File: config.mk
export PLATFORM = sky130hd
export DESIGN_NAME = lfu_cache_with_lru_tiebreak
export DESIGN_NICKNAME = d
export VERILOG_FILES = /design/src/hdl/lfu_pkg.sv /design/src/hdl/lfu_cache_with_lru_tiebreak.sv
export SDC_FILE = /design/constraint.sdc
export NUM_CORES = 2
export LEC_CHECK = 0
export BUFFER_PORTS_ARGS = -buffer_cell sky130_fd_sc_hd__buf_2
export CORE_UTILIZATION = 30
export DETAILED_ROUTE_END_ITERATION = 12
export GPL_TIMING_DRIVEN = 0
export PLACE_DENSITY = 0.53
export SLEW_MARGIN = 20
export SYNTH_ARGS = -nofsm -noshare
export SYNTH_HDL_FRONTEND = slang
export SYNTH_SLANG_ARGS = --single-unit
File: constraint.sdc
create_clock -name aclk -period 20.9 [get_ports aclk]
set_input_delay 4.18 -clock aclk [delete_from_list [all_inputs] [get_ports aclk]]
set_output_delay 4.18 -clock aclk [all_outputs]
set_load 0.03 [all_outputs]
File: src/hdl/lfu_pkg.sv
// Shared types and constants for the LFU key-value store.
// Used by lfu_cache_with_lru_tiebreak and lfu_checker; no dependencies.
package lfu_pkg;

    localparam int ENTRIES_DEF = 16;
    localparam int KEY_W       = 32;
    localparam int VAL_W       = 32;
    localparam int USES_W      = 32;
    localparam int TOUCH_W     = 64;
    localparam int CFG_W       = 5;
    localparam int CAP_RESET   = 16;
    localparam int S_DATA_W    = KEY_W + VAL_W;
    localparam int M_DATA_W    = VAL_W + KEY_W;
    localparam int S_USER_W    = 1;
    localparam int M_USER_W    = 2;

    localparam logic CMD_GET = 1'b0;
    localparam logic CMD_PUT = 1'b1;

    // One stored entry, one memory word
    typedef struct packed {
        logic               valid;
        logic [KEY_W-1:0]   key;
        logic [VAL_W-1:0]   value;
        logic [USES_W-1:0]  uses;
        logic [TOUCH_W-1:0] last_touch;
    } entry_t;

endpackage

File: src/hdl/lfu_cache_with_lru_tiebreak.sv
// LFU key-value store with least-recently-touched tie break, top level.
// Depends on lfu_pkg; entries live in one single-port-read memory.
//
// Usage:
//   Requests arrive on the s_ channel: s_tuser[0] is the command (0 get,
//   1 put), s_tdata[31:0] the key, s_tdata[63:32] the value. Each request
//   yields exactly one result on the m_ channel: m_tuser[0] hit,
//   m_tuser[1] evicted, m_tdata[31:0] read value, m_tdata[63:32] evicted key.
//   The user must write the capacity register via cfg_wr_en / cfg_wr_data only
//   while the block is idle (not enforced); values clamp to 1..ENTRIES.
// Timing:
//   After its request transfer, a result passes a scan over all entries (one
//   entry read per cycle, registered read), a drain step for the last read,
//   and a write-back step that also loads the result register. One request is
//   in work at a time; the next one is taken in the cycle after the result is
//   loaded.
// Reset: a clearing pass over all ENTRIES entries marks every entry invalid;
//   s_tready stays low during it.
// Stall: with m_tready low the result register holds, and a finished request
//   waits in its write-back step until the register frees up.
module lfu_cache_with_lru_tiebreak #(
    parameter int ENTRIES = lfu_pkg::ENTRIES_DEF
) (
    input  logic                         aclk,
    input  logic                         aresetn,
    input  logic                         cfg_wr_en,
    input  logic [lfu_pkg::CFG_W-1:0]    cfg_wr_data,
    input  logic                         s_tvalid,
    output logic                         s_tready,
    input  logic [lfu_pkg::S_DATA_W-1:0] s_tdata,   // key[31:0], value[63:32]
    input  logic [lfu_pkg::S_USER_W-1:0] s_tuser,   // cmd[0]
    output logic                         m_tvalid,
    input  logic                         m_tready,
    output logic [lfu_pkg::M_DATA_W-1:0] m_tdata,   // read_value[31:0], evicted_key[63:32]
    output logic [lfu_pkg::M_USER_W-1:0] m_tuser    // hit[0], evicted[1]
);

    localparam int IDX_W = (ENTRIES > 1) ? $clog2(ENTRIES) : 1;
    localparam int CNT_W = $clog2(ENTRIES + 1);
    localparam int CMP_W = (CNT_W > lfu_pkg::CFG_W) ? CNT_W : lfu_pkg::CFG_W;
    localparam logic [IDX_W-1:0] LAST_IDX = IDX_W'(ENTRIES - 1);

    typedef enum logic [2:0] {
        ST_CLEAR,
        ST_IDLE,
        ST_SCAN,
        ST_DRAIN,
        ST_RESP
    } state_t;

    state_t state_reg;

    lfu_pkg::entry_t mem [ENTRIES];
    lfu_pkg::entry_t rd_data_reg;

    logic [IDX_W-1:0] rd_addr_reg;
    logic [IDX_W-1:0] rd_idx_reg;
    logic             rd_pend_reg;

    logic                        cmd_reg;
    logic [lfu_pkg::KEY_W-1:0]   key_reg;
    logic [lfu_pkg::VAL_W-1:0]   value_reg;

    logic [lfu_pkg::CFG_W-1:0]   capacity_reg;
    logic [lfu_pkg::TOUCH_W-1:0] touch_clock_reg;

    // scan results
    logic                        found_reg;
    logic [IDX_W-1:0]            found_idx_reg;
    logic [lfu_pkg::VAL_W-1:0]   found_value_reg;
    logic [lfu_pkg::USES_W-1:0]  found_uses_reg;
    logic                        vic_ok_reg;
    logic [IDX_W-1:0]            vic_idx_reg;
    logic [lfu_pkg::KEY_W-1:0]   vic_key_reg;
    logic [lfu_pkg::USES_W-1:0]  vic_uses_reg;
    logic [lfu_pkg::TOUCH_W-1:0] vic_last_reg;
    logic                        free_ok_reg;
    logic [IDX_W-1:0]            free_idx_reg;
    logic [CNT_W-1:0]            used_reg;

    // result register
    logic                        m_valid_reg;
    logic                        hit_reg;
    logic                        evicted_reg;
    logic [lfu_pkg::VAL_W-1:0]   read_value_reg;
    logic [lfu_pkg::KEY_W-1:0]   evicted_key_reg;

    // memory write port
    logic                        mem_we;
    logic [IDX_W-1:0]            mem_waddr;
    lfu_pkg::entry_t             mem_wdata;

    logic                        out_free;
    logic                        s_fire;
    logic [CMP_W-1:0]            cap_ext;
    logic [CMP_W-1:0]            cap_eff;
    logic                        need_evict;
    logic                        vic_take;
    logic [lfu_pkg::TOUCH_W-1:0] touch_next;
    logic [lfu_pkg::USES_W-1:0]  uses_inc;

    assign s_tready = (state_reg == ST_IDLE);
    assign s_fire   = s_tvalid && s_tready;
    assign out_free = !m_valid_reg || m_tready;

    assign m_tvalid = m_valid_reg;
    assign m_tdata  = {evicted_key_reg, read_value_reg};
    assign m_tuser  = {evicted_reg, hit_reg};

    assign cap_ext = CMP_W'(capacity_reg);
    always_comb begin
        if (cap_ext == '0) begin
            cap_eff = CMP_W'(1);
        end else if (cap_ext > CMP_W'(ENTRIES)) begin
            cap_eff = CMP_W'(ENTRIES);
        end else begin
            cap_eff = cap_ext;
        end
    end

    assign need_evict = (CMP_W'(used_reg) >= cap_eff) || !free_ok_reg;
    assign touch_next = touch_clock_reg + lfu_pkg::TOUCH_W'(1);
    assign uses_inc   = (found_uses_reg == '1) ? found_uses_reg
                                               : found_uses_reg + lfu_pkg::USES_W'(1);

    // Victim update for the entry returning from memory: lowest count,
    // then oldest touch; the first valid entry seeds it.
    assign vic_take = !vic_ok_reg
                   || (rd_data_reg.uses < vic_uses_reg)
                   || ((rd_data_reg.uses == vic_uses_reg)
                       && (rd_data_reg.last_touch < vic_last_reg));

    always_comb begin
        mem_we    = 1'b0;
        mem_waddr = rd_addr_reg;
        mem_wdata = '0;
        case (state_reg)
            ST_CLEAR: begin
                mem_we    = 1'b1;
                mem_waddr = rd_addr_reg;
                mem_wdata = '0;
            end
            ST_RESP: begin
                if (out_free) begin
                    if (found_reg) begin
                        mem_we               = 1'b1;
                        mem_waddr            = found_idx_reg;
                        mem_wdata.valid      = 1'b1;
                        mem_wdata.key        = key_reg;
                        mem_wdata.value      = (cmd_reg == lfu_pkg::CMD_PUT) ? value_reg
                                                                             : found_value_reg;
                        mem_wdata.uses       = uses_inc;
                        mem_wdata.last_touch = touch_next;
                    end else if (cmd_reg == lfu_pkg::CMD_PUT) begin
                        mem_we               = 1'b1;
                        mem_waddr            = need_evict ? vic_idx_reg : free_idx_reg;
                        mem_wdata.valid      = 1'b1;
                        mem_wdata.key        = key_reg;
                        mem_wdata.value      = value_reg;
                        mem_wdata.uses       = lfu_pkg::USES_W'(1);
                        mem_wdata.last_touch = touch_next;
                    end
                end
            end
            default: begin
                mem_we = 1'b0;
            end
        endcase
    end

    always_ff @(posedge aclk) begin
        if (mem_we) begin
            mem[mem_waddr] <= mem_wdata;
        end
        rd_data_reg <= mem[rd_addr_reg];
    end

    always_ff @(posedge aclk) begin
        if (!aresetn) begin
            state_reg       <= ST_CLEAR;
            rd_addr_reg     <= '0;
            rd_pend_reg     <= 1'b0;
            capacity_reg    <= lfu_pkg::CFG_W'(lfu_pkg::CAP_RESET);
            touch_clock_reg <= '0;
            m_valid_reg     <= 1'b0;
        end else begin
            if (cfg_wr_en) begin
                capacity_reg <= cfg_wr_data;
            end
            if ((state_reg == ST_RESP) && out_free) begin
                m_valid_reg <= 1'b1;
            end else if (m_valid_reg && m_tready) begin
                m_valid_reg <= 1'b0;
            end

            // fold in the entry read last cycle
            if (rd_pend_reg) begin
                if (rd_data_reg.valid) begin
                    used_reg <= used_reg + CNT_W'(1);
                    if (rd_data_reg.key == key_reg) begin
                        found_reg       <= 1'b1;
                        found_idx_reg   <= rd_idx_reg;
                        found_value_reg <= rd_data_reg.value;
                        found_uses_reg  <= rd_data_reg.uses;
                    end
                    if (vic_take) begin
                        vic_ok_reg   <= 1'b1;
                        vic_idx_reg  <= rd_idx_reg;
                        vic_key_reg  <= rd_data_reg.key;
                        vic_uses_reg <= rd_data_reg.uses;
                        vic_last_reg <= rd_data_reg.last_touch;
                    end
                end else if (!free_ok_reg) begin
                    free_ok_reg  <= 1'b1;
                    free_idx_reg <= rd_idx_reg;
                end
            end

            case (state_reg)
                ST_CLEAR: begin
                    if (rd_addr_reg == LAST_IDX) begin
                        rd_addr_reg <= '0;
                        state_reg   <= ST_IDLE;
                    end else begin
                        rd_addr_reg <= rd_addr_reg + IDX_W'(1);
                    end
                end
                ST_IDLE: begin
                    if (s_fire) begin
                        cmd_reg     <= s_tuser[0];
                        key_reg     <= s_tdata[lfu_pkg::KEY_W-1:0];
                        value_reg   <= s_tdata[lfu_pkg::S_DATA_W-1:lfu_pkg::KEY_W];
                        found_reg   <= 1'b0;
                        vic_ok_reg  <= 1'b0;
                        free_ok_reg <= 1'b0;
                        used_reg    <= '0;
                        rd_addr_reg <= '0;
                        state_reg   <= ST_SCAN;
                    end
                end
                ST_SCAN: begin
                    rd_pend_reg <= 1'b1;
                    rd_idx_reg  <= rd_addr_reg;
                    if (rd_addr_reg == LAST_IDX) begin
                        state_reg <= ST_DRAIN;
                    end else begin
                        rd_addr_reg <= rd_addr_reg + IDX_W'(1);
                    end
                end
                ST_DRAIN: begin
                    rd_pend_reg <= 1'b0;
                    state_reg   <= ST_RESP;
                end
                ST_RESP: begin
                    if (out_free) begin
                        hit_reg <= found_reg;
                        if (cmd_reg == lfu_pkg::CMD_GET) begin
                            read_value_reg  <= found_reg ? found_value_reg : '1;
                            evicted_reg     <= 1'b0;
                            evicted_key_reg <= '0;
                            if (found_reg) begin
                                touch_clock_reg <= touch_next;
                            end
                        end else begin
                            read_value_reg  <= '0;
                            touch_clock_reg <= touch_next;
                            evicted_reg     <= !found_reg && need_evict;
                            evicted_key_reg <= (!found_reg && need_evict) ? vic_key_reg : '0;
                        end
                        rd_addr_reg <= '0;
                        state_reg   <= ST_IDLE;
                    end
                end
                default: begin
                    state_reg <= ST_IDLE;
                end
            endcase
        end
    end

endmodule

# ---- After elaboration in Yosys (flattened, before gate mapping)
# Memory sizes are Yosys's and may differ from the RTL's. A register that Yosys moved wholly into a read port is not among the register bits.
# Index checks and enable logic that the tools add are counted.
dict set report op_classes {
  n_eq_ne 13
  bitwise_logic 2
  n_addsub 4
  reduce_logical 29
  n_lt_le_gt_ge 4
  muxes 53
}
# cell n
set op_table {}
lappend op_table {{161-bit 2-to-1 mux} 4}
lappend op_table {{64-bit 2-to-1 mux} 2}
lappend op_table {{32-bit 2-to-1 mux} 3}
lappend op_table {{64-bit by 1-bit adder with 64-bit output (second input constant)} 1}
lappend op_table {{32-bit == test} 2}
lappend op_table {{64-bit less-than comparator} 1}
lappend op_table {{4-bit 2-to-1 mux} 9}
lappend op_table {{32-bit by 1-bit adder with 32-bit output (second input constant)} 1}
lappend op_table {{32-bit == test (second input constant)} 1}
lappend op_table {{32-bit less-than comparator} 1}
lappend op_table {{5-bit 2-to-1 mux} 6}
lappend op_table {{1-bit 2-to-1 mux} 21}
lappend op_table {{4-bit AND reduction} 5}
lappend op_table {{4-bit case mux with 4 select lines} 1}
lappend op_table {{3-bit case mux with 5 select lines} 1}
lappend op_table {{3-bit 2-to-1 mux} 4}
lappend op_table {{3-bit AND reduction} 3}
lappend op_table {{2-bit != test (second input constant)} 4}
lappend op_table {{3-bit by 2-bit == test with 1-bit output (second input constant)} 2}
lappend op_table {{2-bit nonzero test} 3}
lappend op_table {{5-bit by 1-bit adder with 5-bit output (second input constant)} 1}
lappend op_table {{5-bit >= comparator} 1}
lappend op_table {{5-bit greater-than comparator (second input constant)} 1}
lappend op_table {{1-bit logical AND} 5}
lappend op_table {{13 further kinds} 22}
dict set report word_totals {
  mem_count 1
  input_bits 75
  output_inout_bits 68
  reg_bits 425
  ram_bits 2576
}
# memory depth word_bits read_ports rd_clocked_by_memory_dff wr line
set mem_list {}
lappend mem_list {mem 16 161 1 1 1 lfu_cache_with_lru_tiebreak.sv:53} ;# lfu_pkg::entry_t mem [ENTRIES];

# ---- Depth between registers and ports, before layout
dict set report logic_depth {
  word_depth 10
  ltp_mapped 11
}

# ---- Worst setup path before layout
# No wires, ideal clock.
dict set report synth_timing {
  kind {in2reg}
  startpoint {input m_tready}
  endpoint {memory mem[3][0] (netlist bit), enable pin}
  t_arrival_ns 16.177
  t_required_ns 20.022
  setup_slack_ns 3.845
  path_stages 7
  setup_ns 0.878
  path_buffers 2
  path_cell_list {nand2b_1 -> o211ai_1 -> clkbuf_1 -> clkbuf_1 -> a22oi_1 -> o31ai_1 -> nor3_1}
}
dict set report synth_via {
  elab_chain_len 5
  word_cells_on_any_way 7
}
# element line
set synth_rtl {}
lappend synth_rtl {{from (decl)} lfu_cache_with_lru_tiebreak.sv:33} ;# input logic m_tready,
lappend synth_rtl {{1-bit logical OR *} lfu_cache_with_lru_tiebreak.sv:104} ;# assign out_free = !m_valid_reg || m_tready;
lappend synth_rtl {{1-bit 2-to-1 mux} lfu_cache_with_lru_tiebreak.sv:144} ;# if (out_free) begin
lappend synth_rtl {{1-bit case mux with 2 select lines} lfu_cache_with_lru_tiebreak.sv:137} ;# case (state_reg)
lappend synth_rtl {{1-bit 2-to-1 mux} lfu_cache_with_lru_tiebreak.sv:172} ;# if (mem_we) begin
lappend synth_rtl {{1-bit 2-to-1 mux (implied by the code)} lfu_cache_with_lru_tiebreak.sv:173} ;# mem[mem_waddr] <= mem_wdata;
lappend synth_rtl {{to (decl)} lfu_cache_with_lru_tiebreak.sv:53}
# Every way passes the cells marked *; elsewhere a longest branch is shown, timed or not.

# ---- Worst setup path after layout
dict set report layout_timing {
  startpoint {input m_tready}
  endpoint {memory mem[2][17] (netlist bit), enable pin}
}
# The elaborated chain is that of the path after synthesis.

==> results.cfg <==
[worst_hold_path]
min_delay_path_class = flip-flop to flip-flop

[timing]
final-max-slew-violation-count = 0
timing.fmax_ghz = 0.122
timing_worst_slew_pin_value_ns = 1.23
period_needed_ns = 8.23
slew-limit-headroom = 0.183
timing.final.crit_share = 0.394
timing.final.setup_violations = 0
tns_ns = 0
unrepaired_setup_endpoints_after_global_routing = no
finClkSkew_ns = 0.0481
hold_viol = 0

[layout]
fin_area_um2 = 143000
post_route_cells_drive_above_1_share = 0.312
largest_register_ffs = 2576
fill_cells = 36400
register_area_um2 = 92600
finalNetCount = 6718
multiInputGateArea_um2 = 26100
areaGrowthSynthToFinish_pct = 18.9

[floorplan]
number_of_placement_rows = 231
top_level_ports = 143
design.core.area_um2 = 397000
initial_core_utilization = 0.302
die-height_um = 634
design.die.area_um2 = 402000
floorplan.die.width_um = 634

[detailed_routing]
drt-wirelength-per-cell_um = 26.0
post_detailed_route_count_of_antenna_violating_nets = 0
first_iter_violations = 5604
post-route-drc-count = 0
drt_first_pass_iters = 5
vias = 59200
detail_route.wirelength.met1_um = 130000
routed_wire_length_on_met3_um = 20100
detail_route.wirelength_um = 313000
topRoutingLayerUsed = met5
route.detailed.vias_per_inst = 4.92
dr_wl_met2_um = 156000

[worst_setup_path]
crit_path_end_kind = flip-flop
critPathTopFamily = buffers and inverters
crit_path_cell_trace = buf_2, nand2b_1, o211ai_1, clkinv_1, clkbuf_1, o22a_1, o221ai_1, nor3_2, buf_6, buf_4, buf_4, buf_6, buf_4, buf_6, buf_4
critical_path_peak_fanout = 10
cp_num_buf_inv = 10
worst_setup_sp_type = primary input
crit_arrival_ns = 8.76
cpMaxStageDelayCell = sky130_fd_sc_hd__clkbuf_1
timing.critical_path.required_ns = 21.44
timing.critical_path.mode_cell = sky130_fd_sc_hd__buf_4
timing.critical_path.slowest_cell_delay_ns = 0.79
timing_worst_setup_path_type = primary input to flip-flop

[power_and_ir_drop]
powerDensity_nw_per_um2 = 95.7
vdd_drop_max_mv = 0.0602
power_leakage_nw = 46.0
design_power_total_mw = 13.7

[logic_synthesis]
synth_largest_area_cell = sky130_fd_sc_hd__edfxtp_1
async_flop_share = 0
post_synth_main_area_contributors = sky130_fd_sc_hd__edfxtp_1 (73%), sky130_fd_sc_hd__mux4_2 (15%), sky130_fd_sc_hd__dfxtp_1 (4.0%)
synth_seq_cells = 3162
post_synth_xor_area_fraction = 0.0118
synth_seq_area_share = 0.772
synth_largest_type_area_fraction = 0.732
synth_cell_type_count = 65
number_of_flops_mapped_to_enable_cells_by_yosys = 2923
synthesis.area_per_instance_um2 = 21.6
synth.yosys.warnings = 0
ys.flop_type = sky130_fd_sc_hd__edfxtp_1
synth_top_family_by_area = multiplexers
postSynthCellCount = 5549
postSynthNetCount = 5728
synth.area.mux_share = 0.152
synth-compound-area-share = 0.0132
syn_area_um2 = 120000
adder_cell_share_of_the_synthesized_area = 0.0108
synthSimpleGateAreaFrac = 0.0276

[global_route]
grt_first_pass_wirelength_um = 446000
first_global_vias = 61200
initial_antenna_violation_count = 11
grt_start_max_net_pins = 37
gr-usage-all-layers = 0.154
grt_overflow = 0

[placement]
dpl-instance-area_um2 = 132000
dp_hpwl_um = 216000
place.port_buffers = 141
finalWeightedCongestion = 0.746

[clock_network]
cts_hold_buffers = 0
postCtsSetupBuffers = 0
cts_resized = 0
tritoncts_num_sinks = 3162
h-tree-depth = 5
insertion_delay_ns = 0.88
cts_tree = done
ctsLongestPathBuffers = 4
tritoncts.num_buffers = 312
clkTransAtPathRegs_ns = 0.06
cts_root_buf = sky130_fd_sc_hd__clkbuf_16

[run_status]
run_status = finished, final reports clean

[job]
max_cap_violations = 0
per-stage QoR:
step | std cells | hold WS, ns | utilization | worst slack, ns
global placement | 10900 | 0.389 | 0.321 | -15.99
floorplan | 5549 | 0.386 | - | 3.85
global route | 12000 | 0.395 | 0.359 | 12.66
finish | 12000 | 0.403 | 0.359 | 12.67
CTS | 12000 | 0.395 | 0.359 | 12.82
detailed placement | 11500 | 0.389 | 0.333 | 11.93
cell usage after synthesis, drive strengths merged, types with 2 or more instances:
| cell | instances |
|---|---|
| a2111oi | 2 |
| a211oi | 6 |
| a21o | 18 |
| a21oi | 103 |
| a221o | 3 |
| a221oi | 3 |
| a22o | 32 |
| a22oi | 2 |
| a31oi | 2 |
| and2 | 47 |
| and3 | 27 |
| and4 | 12 |
| buf | 77 |
| clkbuf | 181 |
| dfxtp | 239 |
| edfxtp | 2923 |
| ha | 104 |
| inv | 150 |
| mux2i | 9 |
| mux4 | 805 |
| nand2 | 95 |
| nand2b | 5 |
| nand3 | 54 |
| nand3b | 2 |
| nand4 | 62 |
| nand4b | 3 |
| nor2 | 170 |
| nor2b | 38 |
| nor3 | 57 |
| nor4 | 26 |
| nor4b | 2 |
| o211a | 2 |
| o211ai | 6 |
| o21a | 3 |
| o21ai | 51 |
| o221ai | 4 |
| o22a | 3 |
| o22ai | 4 |
| o31ai | 2 |
| or2 | 3 |
| or3 | 33 |
| or4 | 7 |
| xnor2 | 93 |
| xor2 | 68 |
area by class of cell:
cell class,instances,share of cell area
multi-input cells,1978,0.183
well taps,5242,0.0460
repair buffers,676,0.0379
plain buffers,258,0.00779
inverters,151,0.00397
clock buffers,425,0.0612
clock inverters,136,0.0113
diodes,2,0.0000351
flip-flops and latches,3162,0.649
worst register-to-register path: stages (launching register included):
cell	delay, ns
sky130_fd_sc_hd__edfxtp_1	0.49
sky130_fd_sc_hd__clkbuf_1	0.94
sky130_fd_sc_hd__nand2_1	0.83
sky130_fd_sc_hd__o22ai_1	0.51
sky130_fd_sc_hd__a21oi_1	0.26
sky130_fd_sc_hd__nor3_2	0.77
sky130_fd_sc_hd__buf_6	0.25
sky130_fd_sc_hd__buf_4	0.23
sky130_fd_sc_hd__buf_4	0.22
sky130_fd_sc_hd__buf_6	0.16
sky130_fd_sc_hd__buf_4	0.17
sky130_fd_sc_hd__buf_4	0.19
sky130_fd_sc_hd__buf_4	0.21
placed cells by master, fill, tap and decap left out, types with 61 or more instances in the layout:
master                         n
sky130_fd_sc_hd__a21oi_1      89
sky130_fd_sc_hd__buf_2       186
sky130_fd_sc_hd__buf_4       403
sky130_fd_sc_hd__buf_6       122
sky130_fd_sc_hd__clkbuf_1    216
sky130_fd_sc_hd__clkbuf_16   320
sky130_fd_sc_hd__dfxtp_1     239
sky130_fd_sc_hd__edfxtp_1   2923
sky130_fd_sc_hd__ha_1        104
sky130_fd_sc_hd__inv_1       149
sky130_fd_sc_hd__mux4_2      805
sky130_fd_sc_hd__nand2_1      95
sky130_fd_sc_hd__nand4_1      61
sky130_fd_sc_hd__nor2_1      146
sky130_fd_sc_hd__xnor2_1      91
sky130_fd_sc_hd__xor2_1       68
power by group:
part           leakage, nW  total (mW)  internal [mW]  switching, mW
clock network         5.04        5.72           3.36           2.36
logic                 12.0       0.812          0.356          0.456
registers             29.0        7.12           7.04         0.0811
total                 46.0        13.7           10.8           2.90
cell families after synthesis:
| logic type | after synthesis |
|---|---|
| multiplexers | 814 |
| AND/OR/NAND/NOR | 646 |
| adder cells (fa/ha/maj) | 104 |
| buffers and inverters | 409 |
| XOR/XNOR | 161 |
| flip-flops | 3162 |
| AO/OA/AOI/OAI | 253 |
worst paths after layout:
check,startpoint,slack [ns],endpoint,cells past startpoint
max,m_tready,12.67,mem[2][17],15
min,rd_data_reg[103],0.40,found_value_reg[7],0
max reg2reg,found_reg,15.33,mem[3][85],12
min reg2reg,rd_data_reg[103],0.40,found_value_reg[7],0
per-layer routing:
layer,track usage,up-vias
met2,0.261,1906
met3,0.0297,418
met4,0.0396,10
met1,0.202,32000
met5,0,-
li1,-,24900
Note: power is estimated with default switching activity, not from simulation.
